$ cat config.mk
export PLATFORM = sky130hd
export DESIGN_NAME = ring_border_scanline_tracker_unit
export DESIGN_NICKNAME = d
export VERILOG_FILES = /design/src/rtl/rbst_pkg.sv /design/src/rtl/rbst_classify.sv /design/src/rtl/rbst_track.sv /design/src/rtl/ring_border_scanline_tracker_unit.sv
export SDC_FILE = /design/constraint.sdc
export NUM_CORES = 1
export LEC_CHECK = 0
export BUFFER_PORTS_ARGS = -buffer_cell sky130_fd_sc_hd__buf_2
export CORE_AREA = 2 2 209 211
export CTS_CLUSTER_DIAMETER = 50
export DETAILED_ROUTE_END_ITERATION = 16
export DIE_AREA = 0 0 211 213
export GPL_ROUTABILITY_DRIVEN = 0
export HOLD_SLACK_MARGIN = 0.06
export MAX_ROUTING_LAYER = met4
export PLACE_DENSITY = 0.39
export REMOVE_ABC_BUFFERS = 1
export SYNTH_ARGS = -nofsm -noshare
export SYNTH_HDL_FRONTEND = slang
export SYNTH_SLANG_ARGS = --single-unit
export TNS_END_PERCENT = 100
$ cat constraint.sdc
create_clock -name clk -period 12.7 [get_ports clk]
set_input_delay 1.905 -clock clk [delete_from_list [all_inputs] [get_ports clk]]
set_output_delay 1.905 -clock clk [all_outputs]
set_load 0.005 [all_outputs]
$ cat src/rtl/rbst_pkg.sv
// Package for the ring border scan-line tracker.
// Holds colour codes, region states, verdicts, register indexes and the config bundle.
// No dependencies.
`timescale 1ns / 1ps

package rbst_pkg;

    // Default coordinate width
    localparam int COORD_WIDTH = 12;

    // Field widths fixed by the interface
    localparam int HUE_WIDTH   = 8;
    localparam int CFG_IDX_W   = 3;
    localparam int CNT_WIDTH   = 9;
    localparam logic [CNT_WIDTH-1:0] CNT_MAX = '1;

    // Register reset values
    localparam logic [HUE_WIDTH-1:0] BLUE_LOW_RST   = 8'd100;
    localparam logic [HUE_WIDTH-1:0] BLUE_HIGH_RST  = 8'd180;
    localparam logic [HUE_WIDTH-1:0] RED_LOW_RST    = 8'd1;
    localparam logic [HUE_WIDTH-1:0] RED_HIGH_RST   = 8'd15;
    localparam logic [HUE_WIDTH-1:0] GREEN_LOW_RST  = 8'd80;
    localparam logic [HUE_WIDTH-1:0] GREEN_HIGH_RST = 8'd95;
    localparam logic [HUE_WIDTH-1:0] INV_LIMIT_RST  = 8'd10;

    // Register indexes
    typedef enum logic [CFG_IDX_W-1:0] {
        REG_BLUE_LOW   = 3'd0,
        REG_BLUE_HIGH  = 3'd1,
        REG_RED_LOW    = 3'd2,
        REG_RED_HIGH   = 3'd3,
        REG_GREEN_LOW  = 3'd4,
        REG_GREEN_HIGH = 3'd5,
        REG_INV_LIMIT  = 3'd6
    } reg_idx_t;

    // Colour codes
    typedef enum logic [1:0] {
        CODE_BLUE  = 2'd0,
        CODE_RED   = 2'd1,
        CODE_GREEN = 2'd2,
        CODE_NONE  = 2'd3
    } code_t;

    // Region states: a colour region, or the initial region
    typedef enum logic [2:0] {
        REGION_BLUE    = 3'd0,
        REGION_RED     = 3'd1,
        REGION_GREEN   = 3'd2,
        REGION_NONE    = 3'd3,
        REGION_INITIAL = 3'd4
    } region_t;

    // Line verdicts
    typedef enum logic [1:0] {
        VERDICT_FOUND    = 2'd0,
        VERDICT_REJECT   = 2'd1,
        VERDICT_NOBORDER = 2'd2
    } verdict_t;

    // Configuration bundle
    typedef struct packed {
        logic [HUE_WIDTH-1:0] blue_low;
        logic [HUE_WIDTH-1:0] blue_high;
        logic [HUE_WIDTH-1:0] red_low;
        logic [HUE_WIDTH-1:0] red_high;
        logic [HUE_WIDTH-1:0] green_low;
        logic [HUE_WIDTH-1:0] green_high;
        logic [HUE_WIDTH-1:0] invalid_limit;
    } cfg_t;

endpackage

$ cat src/rtl/rbst_classify.sv
// Hue classifier: maps a hue to a colour code using the configured ranges.
// Depends on rbst_pkg.
`timescale 1ns / 1ps

module rbst_classify (
    input  logic [rbst_pkg::HUE_WIDTH-1:0] hue,
    input  rbst_pkg::cfg_t                 cfg,
    output rbst_pkg::code_t                code
);

    logic is_blue;
    logic is_red;
    logic is_green;

    // Inclusive range tests; low above high gives an empty range
    assign is_blue  = (hue >= cfg.blue_low)  && (hue <= cfg.blue_high);
    assign is_red   = (hue >= cfg.red_low)   && (hue <= cfg.red_high);
    assign is_green = (hue >= cfg.green_low) && (hue <= cfg.green_high);

    // Blue wins over red, red over green
    always_comb
    begin
        priority if (is_blue)
            code = rbst_pkg::CODE_BLUE;
        else if (is_red)
            code = rbst_pkg::CODE_RED;
        else if (is_green)
            code = rbst_pkg::CODE_GREEN;
        else
            code = rbst_pkg::CODE_NONE;
    end

endmodule

$ cat src/rtl/rbst_track.sv
// Line tracker: region state machine, border capture and verdict register.
// Depends on rbst_pkg; takes the colour code from rbst_classify.
`timescale 1ns / 1ps

module rbst_track #(
    parameter int COORD_WIDTH = rbst_pkg::COORD_WIDTH
) (
    input  logic                              clk,
    input  logic                              rst_n,
    // Registered pixel word
    input  logic                              item_valid,
    input  rbst_pkg::code_t                   code,
    input  logic [COORD_WIDTH-1:0]            px,
    input  logic [COORD_WIDTH-1:0]            py,
    input  logic                              start,
    input  logic                              last,
    input  logic [rbst_pkg::HUE_WIDTH-1:0]    invalid_limit,
    output logic                              advance,
    // Result channel
    output logic                              out_valid,
    input  logic                              out_stall,
    output logic [1:0]                        verdict,
    output logic [COORD_WIDTH-1:0]            inner_x,
    output logic [COORD_WIDTH-1:0]            inner_y,
    output logic [COORD_WIDTH-1:0]            outer_x,
    output logic [COORD_WIDTH-1:0]            outer_y
);

    localparam int CW = rbst_pkg::CNT_WIDTH;

    // Line state
    rbst_pkg::region_t        region_reg,    region_next;
    rbst_pkg::code_t          prev_reg,      prev_next;
    logic [COORD_WIDTH-1:0]   run_x_reg,     run_x_next;
    logic [COORD_WIDTH-1:0]   run_y_reg,     run_y_next;
    logic [CW-1:0]            cnt_reg,       cnt_next;
    logic [COORD_WIDTH-1:0]   inner_x_reg,   inner_x_next;
    logic [COORD_WIDTH-1:0]   inner_y_reg,   inner_y_next;
    logic [COORD_WIDTH-1:0]   outer_x_reg,   outer_x_next;
    logic [COORD_WIDTH-1:0]   outer_y_reg,   outer_y_next;
    logic                     found_reg,     found_next;
    logic                     done_reg,      done_next;

    // Result register
    logic                     out_valid_reg, out_valid_next;
    rbst_pkg::verdict_t       verdict_reg,   verdict_next;
    logic [COORD_WIDTH-1:0]   res_ix_reg,    res_ix_next;
    logic [COORD_WIDTH-1:0]   res_iy_reg,    res_iy_next;
    logic [COORD_WIDTH-1:0]   res_ox_reg,    res_ox_next;
    logic [COORD_WIDTH-1:0]   res_oy_reg,    res_oy_next;

    logic                     fire;
    logic                     emit;
    rbst_pkg::verdict_t       emit_verdict;
    rbst_pkg::region_t        code_region;
    logic [CW-1:0]            cnt_inc;

    // Take the next word whenever the result register is free or draining
    assign advance = !out_valid_reg || !out_stall;
    assign fire    = item_valid && advance;

    assign code_region = rbst_pkg::region_t'({1'b0, code});

    // Process one pixel against the line state
    always_comb
    begin
        region_next  = region_reg;
        prev_next    = prev_reg;
        run_x_next   = run_x_reg;
        run_y_next   = run_y_reg;
        cnt_next     = cnt_reg;
        inner_x_next = inner_x_reg;
        inner_y_next = inner_y_reg;
        outer_x_next = outer_x_reg;
        outer_y_next = outer_y_reg;
        found_next   = found_reg;
        done_next    = done_reg;
        emit         = 1'b0;
        emit_verdict = rbst_pkg::VERDICT_FOUND;
        cnt_inc      = '0;

        if (fire)
        begin
            // Clear the line state ahead of the first pixel
            if (start)
            begin
                region_next  = rbst_pkg::REGION_INITIAL;
                prev_next    = rbst_pkg::CODE_NONE;
                run_x_next   = '0;
                run_y_next   = '0;
                cnt_next     = '0;
                inner_x_next = '0;
                inner_y_next = '0;
                outer_x_next = '0;
                outer_y_next = '0;
                found_next   = 1'b0;
                done_next    = 1'b0;
            end

            if (!done_next)
            begin
                // Count unclassified pixels, saturating
                if (code == rbst_pkg::CODE_NONE && cnt_next != rbst_pkg::CNT_MAX)
                    cnt_inc = cnt_next + CW'(1);
                else
                    cnt_inc = cnt_next;
                cnt_next = cnt_inc;

                if (code == rbst_pkg::CODE_NONE
                    && cnt_inc > CW'(invalid_limit))
                begin
                    emit         = 1'b1;
                    emit_verdict = found_next ? rbst_pkg::VERDICT_FOUND
                                              : rbst_pkg::VERDICT_NOBORDER;
                end
                else
                begin
                    if (code != prev_next)
                    begin
                        // New run: note where it starts
                        run_x_next = px;
                        run_y_next = py;
                        prev_next  = code;
                    end
                    else if (code_region != region_next)
                    begin
                        // A confirmed pair moves the region machine
                        unique case (region_next)
                            rbst_pkg::REGION_INITIAL:
                            begin
                                if (code != rbst_pkg::CODE_BLUE)
                                begin
                                    emit         = 1'b1;
                                    emit_verdict = rbst_pkg::VERDICT_REJECT;
                                end
                                else
                                    region_next = rbst_pkg::REGION_BLUE;
                            end
                            rbst_pkg::REGION_BLUE:
                            begin
                                if (code == rbst_pkg::CODE_RED)
                                begin
                                    inner_x_next = run_x_next;
                                    inner_y_next = run_y_next;
                                    region_next  = rbst_pkg::REGION_RED;
                                end
                                else if (code == rbst_pkg::CODE_GREEN)
                                begin
                                    emit         = 1'b1;
                                    emit_verdict = rbst_pkg::VERDICT_REJECT;
                                end
                            end
                            rbst_pkg::REGION_RED:
                            begin
                                if (code == rbst_pkg::CODE_BLUE)
                                begin
                                    emit         = 1'b1;
                                    emit_verdict = rbst_pkg::VERDICT_REJECT;
                                end
                                else
                                begin
                                    outer_x_next = run_x_next;
                                    outer_y_next = run_y_next;
                                    found_next   = 1'b1;
                                    region_next  = code_region;
                                end
                            end
                            default:
                            begin
                                region_next = region_next;
                            end
                        endcase
                    end

                    // Close the line on its last pixel
                    if (!emit && last)
                    begin
                        emit         = 1'b1;
                        emit_verdict = found_next ? rbst_pkg::VERDICT_FOUND
                                                  : rbst_pkg::VERDICT_NOBORDER;
                    end
                end

                if (emit)
                    done_next = 1'b1;
            end
        end
    end

    // Load or drain the result register
    always_comb
    begin
        out_valid_next = out_valid_reg;
        verdict_next   = verdict_reg;
        res_ix_next    = res_ix_reg;
        res_iy_next    = res_iy_reg;
        res_ox_next    = res_ox_reg;
        res_oy_next    = res_oy_reg;
        if (advance)
        begin
            out_valid_next = emit;
            if (emit)
            begin
                verdict_next = emit_verdict;
                res_ix_next  = inner_x_next;
                res_iy_next  = inner_y_next;
                res_ox_next  = outer_x_next;
                res_oy_next  = outer_y_next;
            end
        end
    end

    // State registers; reset acts as the start of a line
    always_ff @(posedge clk or negedge rst_n)
    begin
        if (!rst_n)
        begin
            region_reg    <= rbst_pkg::REGION_INITIAL;
            prev_reg      <= rbst_pkg::CODE_NONE;
            run_x_reg     <= '0;
            run_y_reg     <= '0;
            cnt_reg       <= '0;
            inner_x_reg   <= '0;
            inner_y_reg   <= '0;
            outer_x_reg   <= '0;
            outer_y_reg   <= '0;
            found_reg     <= 1'b0;
            done_reg      <= 1'b0;
            out_valid_reg <= 1'b0;
        end
        else
        begin
            region_reg    <= region_next;
            prev_reg      <= prev_next;
            run_x_reg     <= run_x_next;
            run_y_reg     <= run_y_next;
            cnt_reg       <= cnt_next;
            inner_x_reg   <= inner_x_next;
            inner_y_reg   <= inner_y_next;
            outer_x_reg   <= outer_x_next;
            outer_y_reg   <= outer_y_next;
            found_reg     <= found_next;
            done_reg      <= done_next;
            out_valid_reg <= out_valid_next;
        end
    end

    // Result payload, no reset needed
    always_ff @(posedge clk)
    begin
        verdict_reg <= verdict_next;
        res_ix_reg  <= res_ix_next;
        res_iy_reg  <= res_iy_next;
        res_ox_reg  <= res_ox_next;
        res_oy_reg  <= res_oy_next;
    end

    assign out_valid = out_valid_reg;
    assign verdict   = verdict_reg;
    assign inner_x   = res_ix_reg;
    assign inner_y   = res_iy_reg;
    assign outer_x   = res_ox_reg;
    assign outer_y   = res_oy_reg;

endmodule

$ cat src/rtl/ring_border_scanline_tracker_unit.sv
// Top level of the ring border scan-line tracker: config registers, pixel input
// register, hue classifier and line tracker. Depends on rbst_pkg, rbst_classify, rbst_track.
`timescale 1ns / 1ps

//  Channel   Direction  Handshake              Word
//  --------  ---------  ---------------------  ---------------------------------------
//  pixel     in         in_valid / in_stall    hue, pix_x, pix_y, line_start, line_end
//  result    out        out_valid / out_stall  verdict, inner_x, inner_y, outer_x, outer_y
//  config    in         cfg_valid / cfg_ready  cfg_index, cfg_data
//
//  One pixel word is taken every cycle while in_stall is low; a verdict leaves through
//  the input register and then the result register, around one pass of logic.
//  Reset clears all line state as a line start and restores the register defaults.
//  A stall on a waiting result holds the result register and the input register together,
//  and in_stall rises while that register holds a word; config writes are always taken.

module ring_border_scanline_tracker_unit #(
    parameter int COORD_WIDTH = rbst_pkg::COORD_WIDTH
) (
    input  logic                                clk,
    input  logic                                rst_n,
    // Pixel channel
    input  logic                                in_valid,
    output logic                                in_stall,
    input  logic [rbst_pkg::HUE_WIDTH-1:0]      hue,
    input  logic [COORD_WIDTH-1:0]              pix_x,
    input  logic [COORD_WIDTH-1:0]              pix_y,
    input  logic                                line_start,
    input  logic                                line_end,
    // Result channel
    output logic                                out_valid,
    input  logic                                out_stall,
    output logic [1:0]                          verdict,
    output logic [COORD_WIDTH-1:0]              inner_x,
    output logic [COORD_WIDTH-1:0]              inner_y,
    output logic [COORD_WIDTH-1:0]              outer_x,
    output logic [COORD_WIDTH-1:0]              outer_y,
    // Config channel
    input  logic                                cfg_valid,
    output logic                                cfg_ready,
    input  logic [rbst_pkg::CFG_IDX_W-1:0]      cfg_index,
    input  logic [rbst_pkg::HUE_WIDTH-1:0]      cfg_data
);

    rbst_pkg::cfg_t                    cfg_reg, cfg_next;

    logic                              in_valid_reg, in_valid_next;
    logic [rbst_pkg::HUE_WIDTH-1:0]    hue_reg;
    logic [COORD_WIDTH-1:0]            px_reg;
    logic [COORD_WIDTH-1:0]            py_reg;
    logic                              start_reg;
    logic                              last_reg;

    logic                              in_fire;
    logic                              advance;
    rbst_pkg::code_t                   code;

    // Config writes are taken at any time
    assign cfg_ready = 1'b1;

    always_comb
    begin
        cfg_next = cfg_reg;
        if (cfg_valid)
        begin
            unique case (cfg_index)
                rbst_pkg::REG_BLUE_LOW:   cfg_next.blue_low      = cfg_data;
                rbst_pkg::REG_BLUE_HIGH:  cfg_next.blue_high     = cfg_data;
                rbst_pkg::REG_RED_LOW:    cfg_next.red_low       = cfg_data;
                rbst_pkg::REG_RED_HIGH:   cfg_next.red_high      = cfg_data;
                rbst_pkg::REG_GREEN_LOW:  cfg_next.green_low     = cfg_data;
                rbst_pkg::REG_GREEN_HIGH: cfg_next.green_high    = cfg_data;
                rbst_pkg::REG_INV_LIMIT:  cfg_next.invalid_limit = cfg_data;
                default:                  cfg_next               = cfg_reg;
            endcase
        end
    end

    always_ff @(posedge clk or negedge rst_n)
    begin
        if (!rst_n)
        begin
            cfg_reg.blue_low      <= rbst_pkg::BLUE_LOW_RST;
            cfg_reg.blue_high     <= rbst_pkg::BLUE_HIGH_RST;
            cfg_reg.red_low       <= rbst_pkg::RED_LOW_RST;
            cfg_reg.red_high      <= rbst_pkg::RED_HIGH_RST;
            cfg_reg.green_low     <= rbst_pkg::GREEN_LOW_RST;
            cfg_reg.green_high    <= rbst_pkg::GREEN_HIGH_RST;
            cfg_reg.invalid_limit <= rbst_pkg::INV_LIMIT_RST;
        end
        else
        begin
            cfg_reg <= cfg_next;
        end
    end

    // Hold the pixel word while the tracker cannot take it
    assign in_stall      = in_valid_reg && !advance;
    assign in_fire       = in_valid && !in_stall;
    assign in_valid_next = in_fire ? 1'b1 : (advance ? 1'b0 : in_valid_reg);

    always_ff @(posedge clk or negedge rst_n)
    begin
        if (!rst_n)
            in_valid_reg <= 1'b0;
        else
            in_valid_reg <= in_valid_next;
    end

    always_ff @(posedge clk)
    begin
        if (in_fire)
        begin
            hue_reg   <= hue;
            px_reg    <= pix_x;
            py_reg    <= pix_y;
            start_reg <= line_start;
            last_reg  <= line_end;
        end
    end

    // Classify the registered hue
    rbst_classify u_classify (
        .hue  (hue_reg),
        .cfg  (cfg_reg),
        .code (code)
    );

    // Advance the line state and produce verdicts
    rbst_track #(
        .COORD_WIDTH (COORD_WIDTH)
    ) u_track (
        .clk           (clk),
        .rst_n         (rst_n),
        .item_valid    (in_valid_reg),
        .code          (code),
        .px            (px_reg),
        .py            (py_reg),
        .start         (start_reg),
        .last          (last_reg),
        .invalid_limit (cfg_reg.invalid_limit),
        .advance       (advance),
        .out_valid     (out_valid),
        .out_stall     (out_stall),
        .verdict       (verdict),
        .inner_x       (inner_x),
        .inner_y       (inner_y),
        .outer_x       (outer_x),
        .outer_y       (outer_y)
    );

endmodule

==> results of run 1 <==
area by class of cell:
class / instances / area [um2] / area share [%]
Clock buffer: 54 / 1140 / 8.76
Clock inverter: 17 / 189 / 1.45
Sequential cell: 230 / 6210 / 47.8
Tap cell: 546 / 683 / 5.26
Inverter: 78 / 293 / 2.25
Timing Repair Buffer: 114 / 609 / 4.69
Multi-Input combinational cell: 535 / 3870 / 29.8
through the flow:
step	setup slack, ns	instance area (um2)	hold slack (ns)
after CTS	6.90	13000	0.451
after global routing	6.53	13000	0.460
final	7.00	13000	0.448
after floorplan	5.87	10400	0.442
after global placement	6.98	11700	0.450
after detailed placement	6.93	11700	0.451
logic make-up after synthesis:
family,count (synthesis),synth area share [%]
buffers and inverters,112,4.48
and+or+nand+nor,218,10.4
muxes,61,6.17
other,1,0.0356
AOI/OAI and AO/OA,190,12.5
adders and majority gates,58,6.89
xor gates and xnor gates,7,0.582
DFF,230,58.9
cell usage after synthesis (12+ instances only):
master and count:
a21oi_1 21, a22o_1 20, a22oi_1 24, and3_1 13
clkbuf_1 23, dfrtp_1 121, dfstp_2 25, edfxtp_1 84
ha_1 58, inv_1 78, mux2_2 31, mux2i_1 30
nand2_1 104, nand3_1 13, nand4_1 12, nor2_1 26
o21ai_0 72
power breakdown:
part	internal (mW)	total, mW	switching (mW)
registers	0.939	1.03	0.0878
logic	0.214	0.541	0.328
clock network	0.691	1.06	0.374
total	1.84	2.63	0.789
worst min-delay path by stage:
stage	from	endpoint	cells past startpoint
floorplan	u_track.cnt_reg[0]	u_track.cnt_reg[0]	2
global placement	px_reg[7]	u_track.run_x_reg[7]	1
detailed placement	px_reg[11]	u_track.run_x_reg[11]	1
CTS	px_reg[7]	u_track.run_x_reg[7]	1
global route	px_reg[7]	u_track.run_x_reg[7]	1
finish	px_reg[7]	u_track.run_x_reg[7]	1
critical path, cell delays in order, from the launching register on:
cell and delay (ns):
edfxtp_1 0.32, buf_4 0.49, nor2b_1 0.18, ha_1 0.28
and4_1 0.19, ha_1 0.23, nor4_4 0.56, or3b_1 0.45
xor2_1 0.16, nor2_1 0.06, ha_1 0.32, o21a_1 0.11
o21ai_0 0.06, a211oi_1 0.25, nor2_1 0.11, nor4_2 0.51
a211oi_1 0.21, nor2_4 0.12, buf_4 0.60
routing by layer:
metal | track usage (%) | vias to the layer above
li1 | - | 3409
met1 | 17.6 | 3464
met2 | 19.9 | 126
met3 | 2.43 | 44
met4 | 4.78 | 0
met5 | - | -
layout by cell type (no fill, tap or decap), types with 7 or more instances in the layout:
master | netlist | routed
a21o_1 | 7 | 7
inv_1 | 78 | 78
ha_1 | 58 | 58
nor2_1 | 26 | 24
mux2_2 | 31 | 31
and3_1 | 13 | 13
nand3_1 | 13 | 13
dfstp_2 | 25 | 25
o21ai_0 | 72 | 72
nand2b_1 | 7 | 7
buf_4 | 4 | 13
buf_2 | 3 | 100
nor2b_1 | 11 | 11
a21oi_1 | 21 | 21
a22oi_1 | 24 | 24
nand2_1 | 104 | 104
clkbuf_1 | 23 | 9
dfrtp_1 | 121 | 121
clkbuf_16 | 0 | 43
a22o_1 | 20 | 20
nand4_1 | 12 | 12
edfxtp_1 | 84 | 84
mux2i_1 | 30 | 30
==> results.toml, run 1 <==
[run_status]
outcome = "finished clean"

[flow_run]
maxCapViolCount = 0

[synth]
synth_area_per_cell_um2 = 12.0
syn_area_um2 = 10500
synth_cells = 877
yosysWarnings = 0
synth_cell_types = 74
async_flop_share_pct = 63.5
synth_edf_count = 84
synth_ff_type = "dfrtp_1"
yosysTopAreaCell = "dfrtp_1"
ys_seq_area_share_pct = 58.9
synthTopCellsByArea = "dfrtp_1 (29%), edfxtp_1 (24%), ha_1 (6.9%), dfstp_2 (6.2%), nand2_1 (3.7%)"
synth_seq_cells = 230
synth_top_cell_area_share_pct = 28.7

[clock_tree]
cts_tree = "done"
cts_resized = 0
clk_path_buf_depth = 3
ctsHoldBuffers = 0
post_cts_buffers = 0
ctsRootBufferMaster = "clkbuf_16"
path_clk_slew_ns = 0.06
clkSinkCount = 230
cts_buffers = 39
htree_levels = 2
clkLatencyLatePin_ns = 0.53

[route]
route.antenna.remaining_nets = 0
drcViolationCount = 0
vias = 7043
wl_per_cell_um = 17.7
wl_um = 27900
dr_wl_met2_um = 12600
wl_met1_um = 13300
top_layer = "met4"
dr.pass1.iters = 5
wl_met3_um = 1280
dr.first_iter.drc_count = 319
post_drt_via_cell_ratio = 4.47

[critical_path]
arrival_ns = 5.86
startpoint = "start_reg"
r2r-end = "u_track.outer_x[0]"
critPathCapture = "u_track.outer_x[0]"
r2r_cells = 18
required_ns = 12.86
crit_fanout = 57
r2r_start = "start_reg"
crit_path_end_kind = "flop"
crit_type = "flop to flop"
r2r_setup_slack_ns = 7.00
startpoint_type = "flop"

[sta]
max_freq_mhz = 175
tightest_slew_ns = 1.09
rsz0062_at_grt = "false"
hold_viol_final = 0
setup_viol = 0
finalSetupTns_ns = 0
period_needed_ns = 5.70
slew_viol_final = 0
post-route-period-util_pct = 44.9
relSlewSlack_pct = 27.2
fin_skew_ns = 0.0156

[final_layout]
final_core_util_pct = 30.4
largest_register_ffs = 56
stdcell_count = 1574
drive_above_1_share_pct = 25.2
fin_nets = 1106
fill_cells = 4375
num_antenna_cells = 0
syn2layout_area_growth_pct = 23.3

[global_route]
grt_overflow = 0
antenna_found_initial = 0
grt_pass1_wl_um = 43500
grt_pass1_vias = 7269
grt_max_degree = 95
track_usage_pct = 13.2

[floorplanning]
core-area_um2 = 42700
floorplan.die.width_um = 211
num_rows = 76
ios = 103
die-area_um2 = 44900
start_util_pct = 24.7
die_h_um = 213

[placed_design]
placedCellCount = 1503
dpl.hpwl_um = 17700
io_buffers = 101

[pwr]
p_total_mw = 2.63
p_leak_nw = 5.75
p_per_area_nw_per_um2 = 203
vdd_drop_max_uv = 84.6

[worst_hold_path]
worstHoldPathType = "flop to flop"
Power figures use the tool's default switching activity.
==> run 2, diff against run 1 <==
--- a/config.mk
+++ b/config.mk
@@ -5,11 +5,12 @@
 export SDC_FILE = /design/constraint.sdc
 export NUM_CORES = 1
 export LEC_CHECK = 0
+export ABC_AREA = 1
 export BUFFER_PORTS_ARGS = -buffer_cell sky130_fd_sc_hd__buf_2
-export CORE_AREA = 2 2 209 211
+export CORE_AREA = 2 2 221 223
 export CTS_CLUSTER_DIAMETER = 50
 export DETAILED_ROUTE_END_ITERATION = 16
-export DIE_AREA = 0 0 211 213
+export DIE_AREA = 0 0 223 225
 export GPL_ROUTABILITY_DRIVEN = 0
 export HOLD_SLACK_MARGIN = 0.06
 export MAX_ROUTING_LAYER = met4
==> constraint.sdc (replaced) <==
create_clock -name clk -period 5.4 [get_ports clk]
set_input_delay 0.81 -clock clk [delete_from_list [all_inputs] [get_ports clk]]
set_output_delay 0.81 -clock clk [all_outputs]
set_load 0.005 [all_outputs]
==> results.toml, run 2 <==
[pwr]
p_per_area_nw_per_um2 = 514
vdd_drop_max_uv = 216
p_leak_nw = 6.57

[floorplanning]
start_util_pct = 24.9
floorplan.die.width_um = 223
core-area_um2 = 47500
ios = 103
die_h_um = 225
num_rows = 80
die-area_um2 = 50200

[clock_tree]
htree_levels = 2
clkLatencyLatePin_ns = 0.54
path_clk_slew_ns = 0.05
clk_path_buf_depth = 3
cts_buffers = 36
cts_tree = "done"
clkSinkCount = 230
ctsRootBufferMaster = "clkbuf_16"

[synth]
synth_adder_area_share_pct = 6.12
yosys.area_share.simple_pct = 21.8
synth_ff_type = "dfrtp_1"
synth_mux_area_share_pct = 0
ys_seq_area_share_pct = 52.4
yosysTopAreaCell = "dfrtp_1"
syn_area_um2 = 11900
ys_top_cells_by_count = "nand2_1 (332), inv_1 (162), dfrtp_1 (121), nor2_1 (107), a21oi_1 (87)"
synthXorXnorAreaFrac_pct = 0.517
synthTopCellsByArea = "dfrtp_1 (26%), edfxtp_1 (21%), nand2_1 (11%), ha_1 (6.1%), dfstp_2 (5.5%)"
synth_edf_count = 84
synth.most_common_cell = "nand2_1"
yosysWarnings = 0
synth_top_cell_area_share_pct = 25.5
synth_cells = 1358
synth_compound_area_share_pct = 11.4
synth_area_per_cell_um2 = 8.73
synth_cell_types = 45
synth_top_family_by_area = "simple AND/OR/NAND/NOR gates"
async_flop_share_pct = 63.5
synth_seq_cells = 230

[final_layout]
fin_nets = 1557
num_antenna_cells = 0
largest_register_ffs = 56
drive_above_1_share_pct = 16.7
stdcell_count = 2092
final_common_cell = "nand2_1"
syn2layout_area_growth_pct = 19.1
fill_cells = 4968
layout_common_cells = "nand2_1 (332), inv_1 (160), dfrtp_1 (121), nor2_1 (104), buf_2 (100)"

[global_route]
grt_util_met3_pct = 2.41
track_usage_pct = 14.3
grt_pass1_vias = 9393
met2_usage_pct = 22.6
met1_usage_pct = 18.9
antenna_found_initial = 0
grt_overflow = 0
grt_pass1_wl_um = 54400
grt.busiest_layer = "met2"
grt_max_degree = 85

[sta]
hold_viol_final = 0
rsz0062_at_grt = "false"
period_needed_ns = 4.81
tightest_slew_ns = 1.01
setup_viol = 0
max_freq_mhz = 208
post-route-period-util_pct = 89.0
finalSetupTns_ns = 0
relSlewSlack_pct = 32.8
fin_skew_ns = 0.0218
slew_viol_final = 0

[critical_path]
crit_fanout = 15
startpoint_type = "flop"
slowest_stage = "edfxtp_1"
r2r_start = "hue_reg[5]"
arrival_ns = 5.25
crit_path_max_incr_delay_ns = 0.52
crit_path_end_kind = "flop"
r2r_setup_slack_ns = 0.59
required_ns = 5.85
crit_type = "flop to flop"
r2r_cells = 26
r2r-end = "u_track.run_x_reg[4]"

[route]
wl_per_cell_um = 16.3
drcViolationCount = 0
dr.first_iter.drc_count = 683
route.antenna.remaining_nets = 0
vias = 9453
dr.pass1.iters = 5
wl_um = 34200
post_drt_via_cell_ratio = 4.52

[placed_design]
io_buffers = 101
dpl.hpwl_um = 21800
placedCellCount = 2026

[flow_run]
maxCapViolCount = 0

[run_status]
outcome = "finished clean"

[worst_hold_path]
worstHoldPathType = "input pin to async pin"
run 2: cell count changes after synthesis, moves of 39 or more:
cell,delta
nand2_1,+228
nor2_1,+81
a31oi_1,+39
inv_1,+84
a21oi_1,+66
nand3_1,+51
run 2: final cells by class:
cell class / count / area (um2) / share of cell area, %
tap: 615 / 769 / 5.45
timing repair buffer: 118 / 639 / 4.53
clock inverter: 20 / 150 / 1.06
inverter: 168 / 632 / 4.47
clock buffer: 46 / 980 / 6.94
multi-input combinational: 895 / 4740 / 33.6
sequential: 230 / 6210 / 44.0
run 2: worst max path at each step:
stage                     slack (ns)              endpoint  depth (start not counted)        from
after floorplan                -3.53    u_track.inner_x[0]                          7   out_stall
after global placement          0.54  u_track.run_x_reg[3]                         25  hue_reg[5]
after detailed placement        0.46   u_track.inner_x[10]                         25  hue_reg[5]
after CTS                       0.43   u_track.inner_x[10]                         25  hue_reg[5]
after global routing            0.04  u_track.run_x_reg[3]                         25  hue_reg[5]
final                           0.59  u_track.run_x_reg[4]                         26  hue_reg[5]
run 2: timing repair:
item                                    4_1_cts  5_1_grt
setup buffers                                 0        0
resized for setup                             0        1
hold buffers                                  0        0
endpoints found under the setup margin        0       16
run 2: power breakdown:
| group | switching [mW] | leakage, nW | total, mW | internal (mW) |
|---|---|---|---|---|
| clock | 0.871 | 0.548 | 2.21 | 1.34 |
| sequential | 0.290 | 2.56 | 2.72 | 2.42 |
| combinational | 1.57 | 3.46 | 2.33 | 0.761 |
run 2: cells by family after synthesis:
logic type      count (synthesis)
other cells                     1
compound gates                246
fa+ha+maj                      58
xor+xnor                        7
simple gates                  583
flops                         230
buf+inv                       233
run 2: stage by stage:
step | hold WS (ns) | setup WS, ns | instance area (um2) | total power [mW] | utilization [%]
finish | 0.344 | 0.593 | 14100 | 7.26 | 29.7
global route | 0.408 | 0.0430 | 14100 | 7.80 | 29.7
CTS | 0.373 | 0.430 | 14100 | 7.38 | 29.7
detailed placement | 0.461 | 0.464 | 13000 | 5.11 | 27.3
global placement | 0.461 | 0.544 | 13000 | 5.08 | 27.3
floorplan | 0.448 | -3.53 | 11600 | 4.24 | -
run 2: per-layer routing:
metal / vias up / part of all wire [%] / wire length (um)
met5: - / 0 / 0
met4: 0 / 2.1 / 711
met3: 47 / 4.1 / 1410
met2: 208 / 46 / 15800
met1: 4505 / 48 / 16300
li1: 4693 / - / -
run 2: critical path: cells and delay by family, from the launching register on:
kind | cells | cell delay, ns
compound gates | 5 | 0.62
fa+ha+maj | 2 | 0.62
buf+inv | 4 | 0.53
simple gates | 14 | 2.19
flops | 1 | 0.52
xor+xnor | 1 | 0.21
